$ cat src/sv/ccsm_pkg.sv
// ----------------------------------------------------------------------------
// ccsm_pkg
// Shared types and character constants for the C comment/literal marker.
// ----------------------------------------------------------------------------
package ccsm_pkg;

	// Characters that steer the lexer
	localparam logic [7:0] CH_NL     = 8'h0A;
	localparam logic [7:0] CH_DQUOTE = 8'h22;
	localparam logic [7:0] CH_SQUOTE = 8'h27;
	localparam logic [7:0] CH_BSLASH = 8'h5C;
	localparam logic [7:0] CH_SLASH  = 8'h2F;
	localparam logic [7:0] CH_STAR   = 8'h2A;

	// Lexer mode
	typedef enum logic [2:0] {
		MODE_CODE  = 3'd0,
		MODE_LINE  = 3'd1,
		MODE_BLOCK = 3'd2,
		MODE_STR   = 3'd3,
		MODE_CHR   = 3'd4
	} lex_mode_t;

	// One marked byte
	typedef struct packed {
		logic       last;
		logic       keep;
		logic [7:0] ch;
	} mark_t;

	// Up to two marks caused by one input byte (cnt is 1 or 2 once queued)
	typedef struct packed {
		logic [1:0] cnt;
		mark_t      r1;
		mark_t      r0;
	} mark_pair_t;

endpackage

$ cat src/sv/ccsm_fifo.sv
// ----------------------------------------------------------------------------
// ccsm_fifo
// Small synchronous queue between the lexer front end and the output back end.
// ----------------------------------------------------------------------------
module ccsm_fifo #(
	parameter int WIDTH = 8,
	parameter int DEPTH = 4
) (
	input  logic             clk,
	input  logic             arst_n,
	input  logic             push,
	input  logic [WIDTH-1:0] wdata,
	input  logic             pop,
	output logic [WIDTH-1:0] rdata,
	output logic             full,
	output logic             empty
);

	localparam int PW = (DEPTH > 1) ? $clog2(DEPTH) : 1;
	localparam int CW = $clog2(DEPTH + 1);
	localparam logic [PW-1:0] LAST_PTR = PW'(DEPTH - 1);
	localparam logic [CW-1:0] FULL_CNT = CW'(DEPTH);
	localparam logic [PW-1:0] PTR_ONE  = PW'(1);
	localparam logic [CW-1:0] CNT_ONE  = CW'(1);

	logic [WIDTH-1:0] mem_q [DEPTH];
	logic [PW-1:0]    wptr_q, rptr_q;
	logic [CW-1:0]    count_q;
	logic             do_push, do_pop;

	assign full    = (count_q == FULL_CNT);
	assign empty   = (count_q == '0);
	assign do_push = push && !full;
	assign do_pop  = pop && !empty;
	assign rdata   = mem_q[rptr_q];

	// storage
	always_ff @(posedge clk) begin
		if (do_push) begin
			mem_q[wptr_q] <= wdata;
		end
	end

	// pointers and fill count
	always_ff @(posedge clk or negedge arst_n) begin
		if (!arst_n) begin
			wptr_q  <= '0;
			rptr_q  <= '0;
			count_q <= '0;
		end else begin
			if (do_push) begin
				wptr_q <= (wptr_q == LAST_PTR) ? '0 : wptr_q + PTR_ONE;
			end
			if (do_pop) begin
				rptr_q <= (rptr_q == LAST_PTR) ? '0 : rptr_q + PTR_ONE;
			end
			if (do_push && !do_pop) begin
				count_q <= count_q + CNT_ONE;
			end else if (do_pop && !do_push) begin
				count_q <= count_q - CNT_ONE;
			end
		end
	end

endmodule

$ cat src/sv/ccsm_front.sv
// ----------------------------------------------------------------------------
// ccsm_front
// Lexer front end: takes one byte per cycle while the queue has room, updates
// the lexer state and produces the zero, one or two marks the byte releases.
// ----------------------------------------------------------------------------
module ccsm_front import ccsm_pkg::*; (
	input  logic       clk,
	input  logic       arst_n,
	input  logic       in_valid,
	input  logic [7:0] in_char,
	input  logic       in_eot,
	input  logic       q_full,
	output logic       in_ready,
	output logic       q_push,
	output mark_pair_t q_data
);

	lex_mode_t mode_q, mode_d;
	logic      esc_q, esc_d;
	logic      held_q, held_d;
	logic      star_q, star_d;

	mark_pair_t pair;
	mark_t      res;
	logic       emit, done;
	logic [7:0] quote;
	logic       accept;

	assign in_ready = !q_full;
	assign accept   = in_valid && !q_full;
	assign q_push   = accept && (pair.cnt != 2'd0);
	assign q_data   = pair;

	// next state and marks for the current byte
	always_comb begin
		mode_d = mode_q;
		esc_d  = esc_q;
		held_d = held_q;
		star_d = star_q;
		pair   = '0;
		res    = '0;
		emit   = 1'b0;
		done   = 1'b0;
		quote  = CH_DQUOTE;

		// resolve a slash held from the previous byte
		if (held_q) begin
			held_d = 1'b0;
			if (in_char == CH_SLASH || in_char == CH_STAR) begin
				pair.r0  = '{last: 1'b0, keep: 1'b0, ch: CH_SLASH};
				pair.r1  = '{last: 1'b0, keep: 1'b0, ch: in_char};
				pair.cnt = 2'd2;
				done     = 1'b1;
				if (in_char == CH_SLASH) begin
					mode_d = MODE_LINE;
				end else begin
					mode_d = MODE_BLOCK;
					star_d = 1'b0;
				end
			end else begin
				pair.r0  = '{last: 1'b0, keep: 1'b1, ch: CH_SLASH};
				pair.cnt = 2'd1;
				mode_d   = MODE_CODE;
			end
		end

		// byte in the current mode
		if (!done) begin
			res.ch = in_char;
			emit   = 1'b1;
			case (mode_d)
				MODE_LINE: begin
					res.keep = (in_char == CH_NL);
					if (in_char == CH_NL) begin
						mode_d = MODE_CODE;
					end
				end
				MODE_BLOCK: begin
					res.keep = 1'b0;
					if (star_q && in_char == CH_SLASH) begin
						mode_d = MODE_CODE;
						star_d = 1'b0;
					end else begin
						star_d = (in_char == CH_STAR);
					end
				end
				MODE_STR, MODE_CHR: begin
					res.keep = 1'b0;
					quote = (mode_d == MODE_STR) ? CH_DQUOTE : CH_SQUOTE;
					if (in_char == quote && !esc_q) begin
						mode_d = MODE_CODE;
					end else if (in_char == CH_BSLASH) begin
						esc_d = !esc_q;
					end else begin
						esc_d = 1'b0;
					end
				end
				default: begin
					mode_d = MODE_CODE;
					if (in_char == CH_DQUOTE) begin
						mode_d   = MODE_STR;
						esc_d    = 1'b0;
						res.keep = 1'b0;
					end else if (in_char == CH_SQUOTE) begin
						mode_d   = MODE_CHR;
						esc_d    = 1'b0;
						res.keep = 1'b0;
					end else if (in_char == CH_SLASH && !in_eot) begin
						held_d = 1'b1;
						emit   = 1'b0;
					end else begin
						res.keep = 1'b1;
					end
				end
			endcase

			if (emit) begin
				if (pair.cnt == 2'd0) begin
					pair.r0 = res;
				end else begin
					pair.r1 = res;
				end
				pair.cnt = pair.cnt + 2'd1;
			end
		end

		// end of text: flag the final mark and return to reset state
		if (in_eot) begin
			if (pair.cnt == 2'd2) begin
				pair.r1.last = 1'b1;
			end else begin
				pair.r0.last = 1'b1;
			end
			mode_d = MODE_CODE;
			esc_d  = 1'b0;
			held_d = 1'b0;
			star_d = 1'b0;
		end
	end

	// lexer state
	always_ff @(posedge clk or negedge arst_n) begin
		if (!arst_n) begin
			mode_q <= MODE_CODE;
			esc_q  <= 1'b0;
			held_q <= 1'b0;
			star_q <= 1'b0;
		end else if (accept) begin
			mode_q <= mode_d;
			esc_q  <= esc_d;
			held_q <= held_d;
			star_q <= star_d;
		end
	end

endmodule

$ cat src/sv/ccsm_back.sv
// ----------------------------------------------------------------------------
// ccsm_back
// Output back end: pops mark pairs from the queue and sends their marks one
// request per cycle from an output register while out_ready is high.
// ----------------------------------------------------------------------------
module ccsm_back import ccsm_pkg::*; (
	input  logic       clk,
	input  logic       arst_n,
	input  logic       q_empty,
	input  mark_pair_t q_data,
	output logic       q_pop,
	output logic       out_valid,
	input  logic       out_ready,
	output mark_t      out_mark
);

	mark_pair_t entry_q;
	logic       valid_q;
	logic       idx_q;
	logic       finish;

	// the current entry is done once its final mark is taken
	assign finish    = idx_q || (entry_q.cnt != 2'd2);
	assign q_pop     = !q_empty && (!valid_q || (out_ready && finish));
	assign out_valid = valid_q;
	assign out_mark  = idx_q ? entry_q.r1 : entry_q.r0;

	// payload register
	always_ff @(posedge clk) begin
		if (q_pop) begin
			entry_q <= q_data;
		end
	end

	// output control
	always_ff @(posedge clk or negedge arst_n) begin
		if (!arst_n) begin
			valid_q <= 1'b0;
			idx_q   <= 1'b0;
		end else if (q_pop) begin
			valid_q <= 1'b1;
			idx_q   <= 1'b0;
		end else if (valid_q && out_ready) begin
			if (finish) begin
				valid_q <= 1'b0;
				idx_q   <= 1'b0;
			end else begin
				idx_q <= 1'b1;
			end
		end
	end

endmodule

$ cat src/sv/c_comment_string_marker.sv
// ----------------------------------------------------------------------------
// c_comment_string_marker
// Marks each byte of C source text as code or as comment/literal.
// ----------------------------------------------------------------------------
//
//  channel | direction | tdata    | tuser | tlast
//  --------+-----------+----------+-------+------------
//  s_*     | in        | char_in  | -     | end_of_text
//  m_*     | out       | char_out | keep  | last_out
//
//  The front end takes one byte every cycle while the queue has room; the
//  byte's marks reach the queue in the same cycle, then the output register.
//  The back end sends one mark per cycle while m_tready is high, so a byte
//  that releases two marks (slash pairs) takes two output transfers.
//  Reset (arst_n low) returns the lexer to code mode and empties the queue.
//  A stalled output fills the queue of DEPTH entries, then s_tready drops.
// ----------------------------------------------------------------------------
module c_comment_string_marker import ccsm_pkg::*; #(
	parameter int DEPTH = 4
) (
	input  logic       clk,
	input  logic       arst_n,
	input  logic       s_tvalid,
	output logic       s_tready,
	input  logic [7:0] s_tdata,   // [7:0] char_in
	input  logic       s_tlast,   // end_of_text
	output logic       m_tvalid,
	input  logic       m_tready,
	output logic [7:0] m_tdata,   // [7:0] char_out
	output logic       m_tuser,   // [0] keep
	output logic       m_tlast    // last_out
);

	localparam int PW = $bits(mark_pair_t);

	mark_pair_t push_data, pop_data;
	logic [PW-1:0] pop_raw;
	logic push, pop, full, empty;
	mark_t mark;

	assign pop_data = mark_pair_t'(pop_raw);

	ccsm_front u_front (
		.clk      (clk),
		.arst_n   (arst_n),
		.in_valid (s_tvalid),
		.in_char  (s_tdata),
		.in_eot   (s_tlast),
		.q_full   (full),
		.in_ready (s_tready),
		.q_push   (push),
		.q_data   (push_data)
	);

	ccsm_fifo #(
		.WIDTH (PW),
		.DEPTH (DEPTH)
	) u_fifo (
		.clk    (clk),
		.arst_n (arst_n),
		.push   (push),
		.wdata  (PW'(push_data)),
		.pop    (pop),
		.rdata  (pop_raw),
		.full   (full),
		.empty  (empty)
	);

	ccsm_back u_back (
		.clk       (clk),
		.arst_n    (arst_n),
		.q_empty   (empty),
		.q_data    (pop_data),
		.q_pop     (pop),
		.out_valid (m_tvalid),
		.out_ready (m_tready),
		.out_mark  (mark)
	);

	assign m_tdata = mark.ch;
	assign m_tuser = mark.keep;
	assign m_tlast = mark.last;

endmodule

$ cat config.mk
export PLATFORM = sky130hd
export DESIGN_NAME = c_comment_string_marker
export DESIGN_NICKNAME = d
export VERILOG_FILES = /design/src/sv/ccsm_pkg.sv /design/src/sv/ccsm_fifo.sv /design/src/sv/ccsm_front.sv /design/src/sv/ccsm_back.sv /design/src/sv/c_comment_string_marker.sv
export SDC_FILE = /design/constraint.sdc
export NUM_CORES = 1
export LEC_CHECK = 0
export BUFFER_PORTS_ARGS = -buffer_cell sky130_fd_sc_hd__buf_2
export CAP_MARGIN = 20
export CORE_ASPECT_RATIO = 1.75
export CORE_UTILIZATION = 58
export DETAILED_ROUTE_END_ITERATION = 16
export HOLD_SLACK_MARGIN = 0.05
export PLACE_DENSITY_LB_ADDON = 0.1
export SLEW_MARGIN = 20
export SYNTH_ARGS = -nofsm -noshare
export SYNTH_HDL_FRONTEND = slang
export SYNTH_HIERARCHICAL = 1
export SYNTH_SLANG_ARGS = --single-unit
export TNS_END_PERCENT = 50
$ cat constraint.sdc
create_clock -name clk -period 4.28 [get_ports clk]
set_input_delay 0.856 -clock clk [delete_from_list [all_inputs] [get_ports clk]]
set_output_delay 0.856 -clock clk [all_outputs]
set_load 0.02 [all_outputs]
==> results of run 1 <==
==> worst register-to-register path: cells and delay by family, from the launching register on <==
kind             cells  cell delay (ns)
AO/OA/AOI/OAI        3             1.14
AND/OR/NAND/NOR      2             1.08
flip-flops           1             0.49
==> per-stage QoR <==
step / setup slack, ns / cells / hold slack (ns) / util / total power [mW]
floorplan: 0.479 / 326 / 0.470 / - / 2.82
global placement: 0.457 / 465 / 0.500 / 0.635 / 3.16
detailed placement: 0.367 / 466 / 0.516 / 0.638 / 3.23
CTS: 0.788 / 498 / 0.372 / 0.702 / 4.65
global route: 0.388 / 498 / 0.382 / 0.702 / 4.82
finish: 0.730 / 498 / 0.377 / 0.702 / 4.62
==> worst paths after layout <==
path,end,cells past startpoint,slack (ns)
setup / recovery,u_fifo/count_q[1]$_DFFE_PN0P_,15,0.73
hold / removal,u_fifo/wptr_q[0]$_DFFE_PN0P_,1,0.38
setup reg to reg,u_fifo/mem_q[1][18]$_DFFE_PP_,5,1.26
hold reg to reg,u_front/star_q$_DFFE_PN0P_,2,0.53
max in group asynchronous,u_front/held_q$_DFFE_PN0P_,1,3.60
min in group clk,u_front/star_q$_DFFE_PN0P_,2,0.53
==> per-layer routing <==
| metal | global-route usage | vias up |
|---|---|---|
| met2 | 0.424 | 118 |
| li1 | - | 1358 |
| met5 | 0 | - |
| met3 | 0.0695 | 35 |
| met4 | 0.121 | 0 |
| met1 | 0.298 | 1558 |
==> final cells by class <==
cell class	count	area, µm²
Clock buffer	19	433
Clock inverter	13	150
Fill cell	631	2710
Inverter	9	33.8
Multi-Input combinational cell	176	1660
Sequential cell	125	3680
Tap cell	120	150
Timing Repair Buffer	36	280
==> power by group through the flow <==
stage,clock network (mW),registers (mW),logic (mW)
finish,1.39,1.98,1.25
global route,1.46,2.02,1.34
CTS,1.41,1.98,1.26
detailed placement,0,2.00,1.23
global placement,0,2.01,1.15
floorplan,0,1.88,0.931
==> cell usage after synthesis, types with 6 or more instances <==
cell,instances
clkbuf_1,6
buf_2,6
a21o_1,7
nor3_1,11
mux2_2,12
ha_1,7
nor2_1,7
mux4_2,22
edfxtp_1,110
nand2_1,12
o21ai_0,12
inv_1,9
and2_1,14
dfrtp_1,15
a21oi_1,6
==> state kept, by name, summed over array words and instances, names as in the netlist, 2 cells and up <==
register,count
u_back/entry_q,22
u_fifo/count_q,3
u_fifo/mem_q,88
u_fifo/rptr_q,2
u_fifo/wptr_q,2
u_front/mode_q,3
==> kinds of logic (layout without fill, tap and decap cells) <==
group | Yosys count | in the layout | synth area share
DFF | 125 | 125 | 0.676
and+or+nand+nor | 83 | 83 | 0.0980
AOI/OAI and AO/OA | 42 | 42 | 0.0525
muxes | 38 | 38 | 0.125
buffers and inverters | 25 | 77 | 0.0200
adders and majority gates | 8 | 8 | 0.0198
xor gates and xnor gates | 5 | 5 | 0.00805
==> results.cfg, run 1 <==
[cts]
post_cts_buffers = 0
clock_path_buffers = 2
ctsRootBufferMaster = clkbuf_16
path_clk_slew_ns = 0.05
cts_made_buffers = 17
cts_resized = 0
htree_levels = 4
cts_tree = done
clk_latency_ns = 0.41
cts_hold_buffers = 0
cts.sinks = 125

[detailed_routing]
first_iter_violations = 201
dr_wl_met2_mm = 5.93
firstDrtPassIters = 4
wirelength_mm = 10.8
routed.top_layer = met4
viasPerCell = 6.16
drc = 0
wl_met1_mm = 4.03
vias = 3069
route.met3.wl_um = 476
ant_nets = 0
wl_per_cell_um = 21.7

[floorplanning]
coreArea_um2 = 9090
die_w_um = 75.2
ios = 25
die_h_um = 130
initial_core_util = 0.598
dieArea_um2 = 9780
rows = 46

[synth]
yosys.area.top_type_share = 0.607
netlist_area_um2 = 5440
ys_seq_area_frac = 0.676
syn_inst = 326
ys_warn_count = 6
synth_area_leader_cell = edfxtp_1
yosys_register_bits = 125
synth.area.top_cells = edfxtp_1 (61%), mux4_2 (9.1%), dfrtp_1 (6.9%)
syn_avg_cell_area_um2 = 16.7
syn_nets = 347
synth-async-reset-ratio = 0.120
ys_types = 55
synth_edf_count = 110
ys.flop_type = edfxtp_1

[place]
place_hpwl_mm = 6.95
placement.cell_area_um2 = 5800
io_buffers = 24
gp_congestion = 0.958

[power_and_ir_drop]
switching_power_mw = 1.34
p_comb_frac = 0.270
power.share.clock = 0.302
swShare = 0.290
ir_drop_mv = 0.456
p_seq_frac = 0.428
internal-power_mw = 3.28
p_per_area_nw_per_um2 = 723
leakagePower_nw = 2.23

[cells_and_area]
final_layout_size_suffix_gt1_frac = 0.310
final_cell_mix = edfxtp_1 (110), buf_2 (24), mux4_2 (22)
mostFrequentLayoutCell = edfxtp_1
final_nets = 386
syn2layout_area_growth_pct = 17.4
antenna_cells = 0
postLayoutCellArea_um2 = 6380

[setup_path]
crit_required_ns = 4.57
timing.rr.start = u_front/mode_q[1]$_DFFE_PN0P_
arrival_ns = 3.84
critPathTopFamily = adder cells
critPathLaunchType = input port
path_max_fanout = 7
slowest_stage = fa_1
critPathKind = input port to flop
critPathBufInv = 4
max_stage_delay_ns = 0.42
cp_cell_sequence = buf_2 -> nor4b_1 -> buf_4 -> nand3_1 -> o21ai_0 -> ha_1 -> inv_1 -> o21ai_0 -> a21oi_1 -> nor2_1 -> nor2b_1 -> ha_1 -> inv_1 -> fa_1 -> mux2_2
endpoint_kind = flop
startpoint = s_tdata[4]

[global_routing]
grt_max_degree = 29
grt-ovfl-total = 0
grt_pass1_vias = 3124
antenna_found_initial = 0
grt_pass1_wl_mm = 16.7
grt_usage = 0.253

[timing]
hold_violations = 0
setup_tns_ns = 0
tightest_slew_ns = 0.855
maxSlewHeadroom = 0.422
timing.fmax_mhz = 282
finalMaxSlewViolations = 0
fin_crit_sh = 0.829
fin_crit_ns = 3.55
fin_worst_skew_ns = 0.00737
setup_viol = 0
rsz0062_at_grt = false

[job]
maxCapViolCount = 0

[status]
status = finished clean

[min_path]
hold_path_class = input port to async pin
(Power assumes the default switching activity.)
==> run 2: changes to the inputs <==
--- a/config.mk
+++ b/config.mk
@@ -5,10 +5,11 @@
 export SDC_FILE = /design/constraint.sdc
 export NUM_CORES = 1
 export LEC_CHECK = 0
+export ABC_AREA = 1
 export BUFFER_PORTS_ARGS = -buffer_cell sky130_fd_sc_hd__buf_2
 export CAP_MARGIN = 20
 export CORE_ASPECT_RATIO = 1.75
-export CORE_UTILIZATION = 58
+export CORE_UTILIZATION = 56
 export DETAILED_ROUTE_END_ITERATION = 16
 export HOLD_SLACK_MARGIN = 0.05
 export PLACE_DENSITY_LB_ADDON = 0.1
==> constraint.sdc (replaced) <==
create_clock -name clk -period 3.2 [get_ports clk]
set_input_delay 0.64 -clock clk [delete_from_list [all_inputs] [get_ports clk]]
set_output_delay 0.64 -clock clk [all_outputs]
set_load 0.02 [all_outputs]
==> results.cfg, run 2 <==
[cts]
clock_path_buffers = 2
cts_tree = done
htree_levels = 4
cts_hold_buffers = 0
clk_latency_ns = 0.41
cts.sinks = 125
path_clk_slew_ns = 0.06
cts_made_buffers = 17
cts_resized = 0
post_cts_buffers = 0
ctsRootBufferMaster = clkbuf_16

[job]
maxCapViolCount = 0

[timing]
tightest_slew_ns = 0.899
setup_viol = 0
maxSlewHeadroom = 0.401
fin_crit_sh = 0.871
rsz0062_at_grt = false
fin_ws_ns = 0.414
timing.fmax_mhz = 359
finalMaxSlewViolations = 0
fin_worst_skew_ns = 0.00597
hold_violations = 0
setup_tns_ns = 0
fin_crit_ns = 2.79

[place]
io_buffers = 24
place_hpwl_mm = 7.53
gp_congestion = 0.943
pre_cts_slack_ns = 0.0538

[detailed_routing]
viasPerCell = 5.22
wl_per_cell_um = 14.9
vias = 3872
wirelength_mm = 11.0
dr_wl_met2_mm = 5.83
first_iter_violations = 172
firstDrtPassIters = 4
wl_met1_mm = 4.47
route.met3.wl_um = 470
ant_nets = 0
routed.top_layer = met4
drc = 0

[synth]
ys_warn_count = 6
yosys-top-cells-count = nand2_1 (152), edfxtp_1 (110), inv_1 (98)
yosys_register_bits = 125
ys_types = 34
ys.flop_type = edfxtp_1
ys_seq_area_frac = 0.614
synth_edf_count = 110
synth-async-reset-ratio = 0.120
syn_inst = 561
yosys.cell_count.top_type = nand2_1
synth.area.top_cells = edfxtp_1 (55%), nand2_1 (9.5%), dfrtp_1 (6.3%)
syn_avg_cell_area_um2 = 10.7
netlist_area_um2 = 5990
syn_nets = 582
synth_area_leader_cell = edfxtp_1
yosys.area.top_type_share = 0.551

[cells_and_area]
mostFrequentLayoutCell = nand2_1
largestRegisters = u_fifo/mem_q: 88 flops, u_back/entry_q: 22 flops
syn2layout_area_growth_pct = 15.9
largest_reg_flops = 88
fillers = 781
antenna_cells = 0
final_cell_mix = nand2_1 (152), edfxtp_1 (110), inv_1 (98)
final_layout_size_suffix_gt1_frac = 0.208
final_nets = 623
regMostFlops = u_fifo/mem_q

[setup_path]
max_stage_delay_ns = 0.45
critPathTopFamily = simple AND/OR/NAND/NOR gates
critPathLaunchType = flop
startpoint = u_front/held_q$_DFFE_PN0P_
cp_cell_sequence = inv_2 -> nand3_1 -> nor2_1 -> inv_1 -> nand2_2 -> nor2_8 -> nand3_4 -> nand2_4 -> nand3_1 -> nand2_1 -> inv_1 -> nand2_1 -> inv_1 -> ha_1 -> inv_1 -> fa_1 -> nand2_1 -> nand3_1 -> nand2_1 -> nand2_1
critPathKind = flop to flop
timing.rr.start = u_front/held_q$_DFFE_PN0P_
crit_required_ns = 3.50
cpMostUsedCell = nand2_1
endpoint_kind = flop
slowest_stage = dfrtp_1
path_max_fanout = 6
critPathBufInv = 5
arrival_ns = 3.09

[min_path]
hold_path_class = input port to async pin

[global_routing]
antenna_found_initial = 0
grt_pass1_wl_mm = 18.0
grt_pass1_vias = 3749
grt_max_degree = 92
grt-ovfl-total = 0
grt_usage = 0.221

[floorplanning]
dieArea_um2 = 11100
rows = 49
die_h_um = 139
initial_core_util = 0.579
coreArea_um2 = 10400
ios = 25
die_w_um = 80.2

[power_and_ir_drop]
swShare = 0.338
internal-power_mw = 4.40
leakagePower_nw = 3.04
power.share.clock = 0.316
p_per_area_nw_per_um2 = 957
ir_drop_mv = 0.712
p_seq_frac = 0.376
switching_power_mw = 2.25
p_comb_frac = 0.308

[status]
status = finished clean
==> run 2: cell types whose count changed after synthesis, moves of 10 or more <==
| cell | change |
|---|---|
| inv_1 | +89 |
| and2_1 | -14 |
| nor2_1 | +16 |
| nand3_1 | +15 |
| o211ai_2 | +10 |
| buf_6 | +10 |
| mux4_2 | -22 |
| nand2_1 | +140 |
| mux2_2 | -12 |
| o211ai_1 | +34 |
==> run 2: worst paths after layout <==
kind                       slack [ns]  depth (start not counted)                       endpoint
max reg2reg                      0.41                         20  u_fifo/count_q[2]$_DFFE_PN0P_
max in group asynchronous        2.78                          1   u_fifo/rptr_q[0]$_DFFE_PN0P_
min in group clk                 0.51                          2  u_fifo/count_q[2]$_DFFE_PN0P_
min                              0.14                          1   u_fifo/rptr_q[1]$_DFFE_PN0P_
max                              0.41                         20  u_fifo/count_q[2]$_DFFE_PN0P_
min reg2reg                      0.51                          2  u_fifo/count_q[2]$_DFFE_PN0P_
==> run 2: worst register-to-register path: stages (launching register included) <==
cell and delay [ns]:
dfrtp_1 0.45, inv_2 0.16, nand3_1 0.08, nor2_1 0.29, inv_1 0.09, nand2_2 0.14
nor2_8 0.07, nand3_4 0.09, nand2_4 0.07, nand3_1 0.09, nand2_1 0.05, inv_1 0.08
nand2_1 0.07, inv_1 0.06, ha_1 0.16, inv_1 0.06, fa_1 0.38, nand2_1 0.11
nand3_1 0.08, nand2_1 0.06, nand2_1 0.04
==> run 2: layer usage <==
metal  vias up  global-route usage
li1       1936                   -
met1      1809               0.256
met2       103               0.376
met3        24              0.0539
met4         0               0.104
met5         -                   0
==> run 2: kinds of logic after synthesis <==
| logic type | count (synthesis) | share of synthesized area |
|---|---|---|
| xor gates and xnor gates | 1 | 0.00146 |
| buffers and inverters | 127 | 0.0964 |
| adders and majority gates | 8 | 0.0179 |
| AOI/OAI and AO/OA | 68 | 0.0889 |
| DFF | 125 | 0.614 |
| and+or+nand+nor | 232 | 0.182 |
==> run 2: metrics by stage <==
step	instances	hold slack, ns	instance area (µm²)	power (mW)	util
6_report	742	0.137	6950	6.65	0.671
5_1_grt	742	0.156	6950	7.08	0.671
4_1_cts	742	0.138	6950	6.73	0.671
3_5_place_dp	710	0.495	6290	4.62	0.607
3_3_place_gp	710	0.485	6290	4.54	0.607
2_1_floorplan	561	0.344	5990	4.12	-
==> run 2: final cells by class <==
class,instances,area (µm²),area share
Multi-Input combinational cell,309,1750,0.252
Clock inverter,15,233,0.0335
Timing Repair Buffer,41,298,0.0429
Sequential cell,125,3680,0.530
Inverter,108,405,0.0583
Tap cell,127,159,0.0229
Clock buffer,17,425,0.0612
==> run 2: power by group through the flow <==
stage / combinational (mW) / sequential (mW) / clock [mW]
finish: 2.05 / 2.50 / 2.10
detailed placement: 2.09 / 2.53 / 0
floorplan: 1.61 / 2.51 / 0
global placement: 2.03 / 2.51 / 0
CTS: 2.09 / 2.50 / 2.13
global route: 2.32 / 2.54 / 2.21
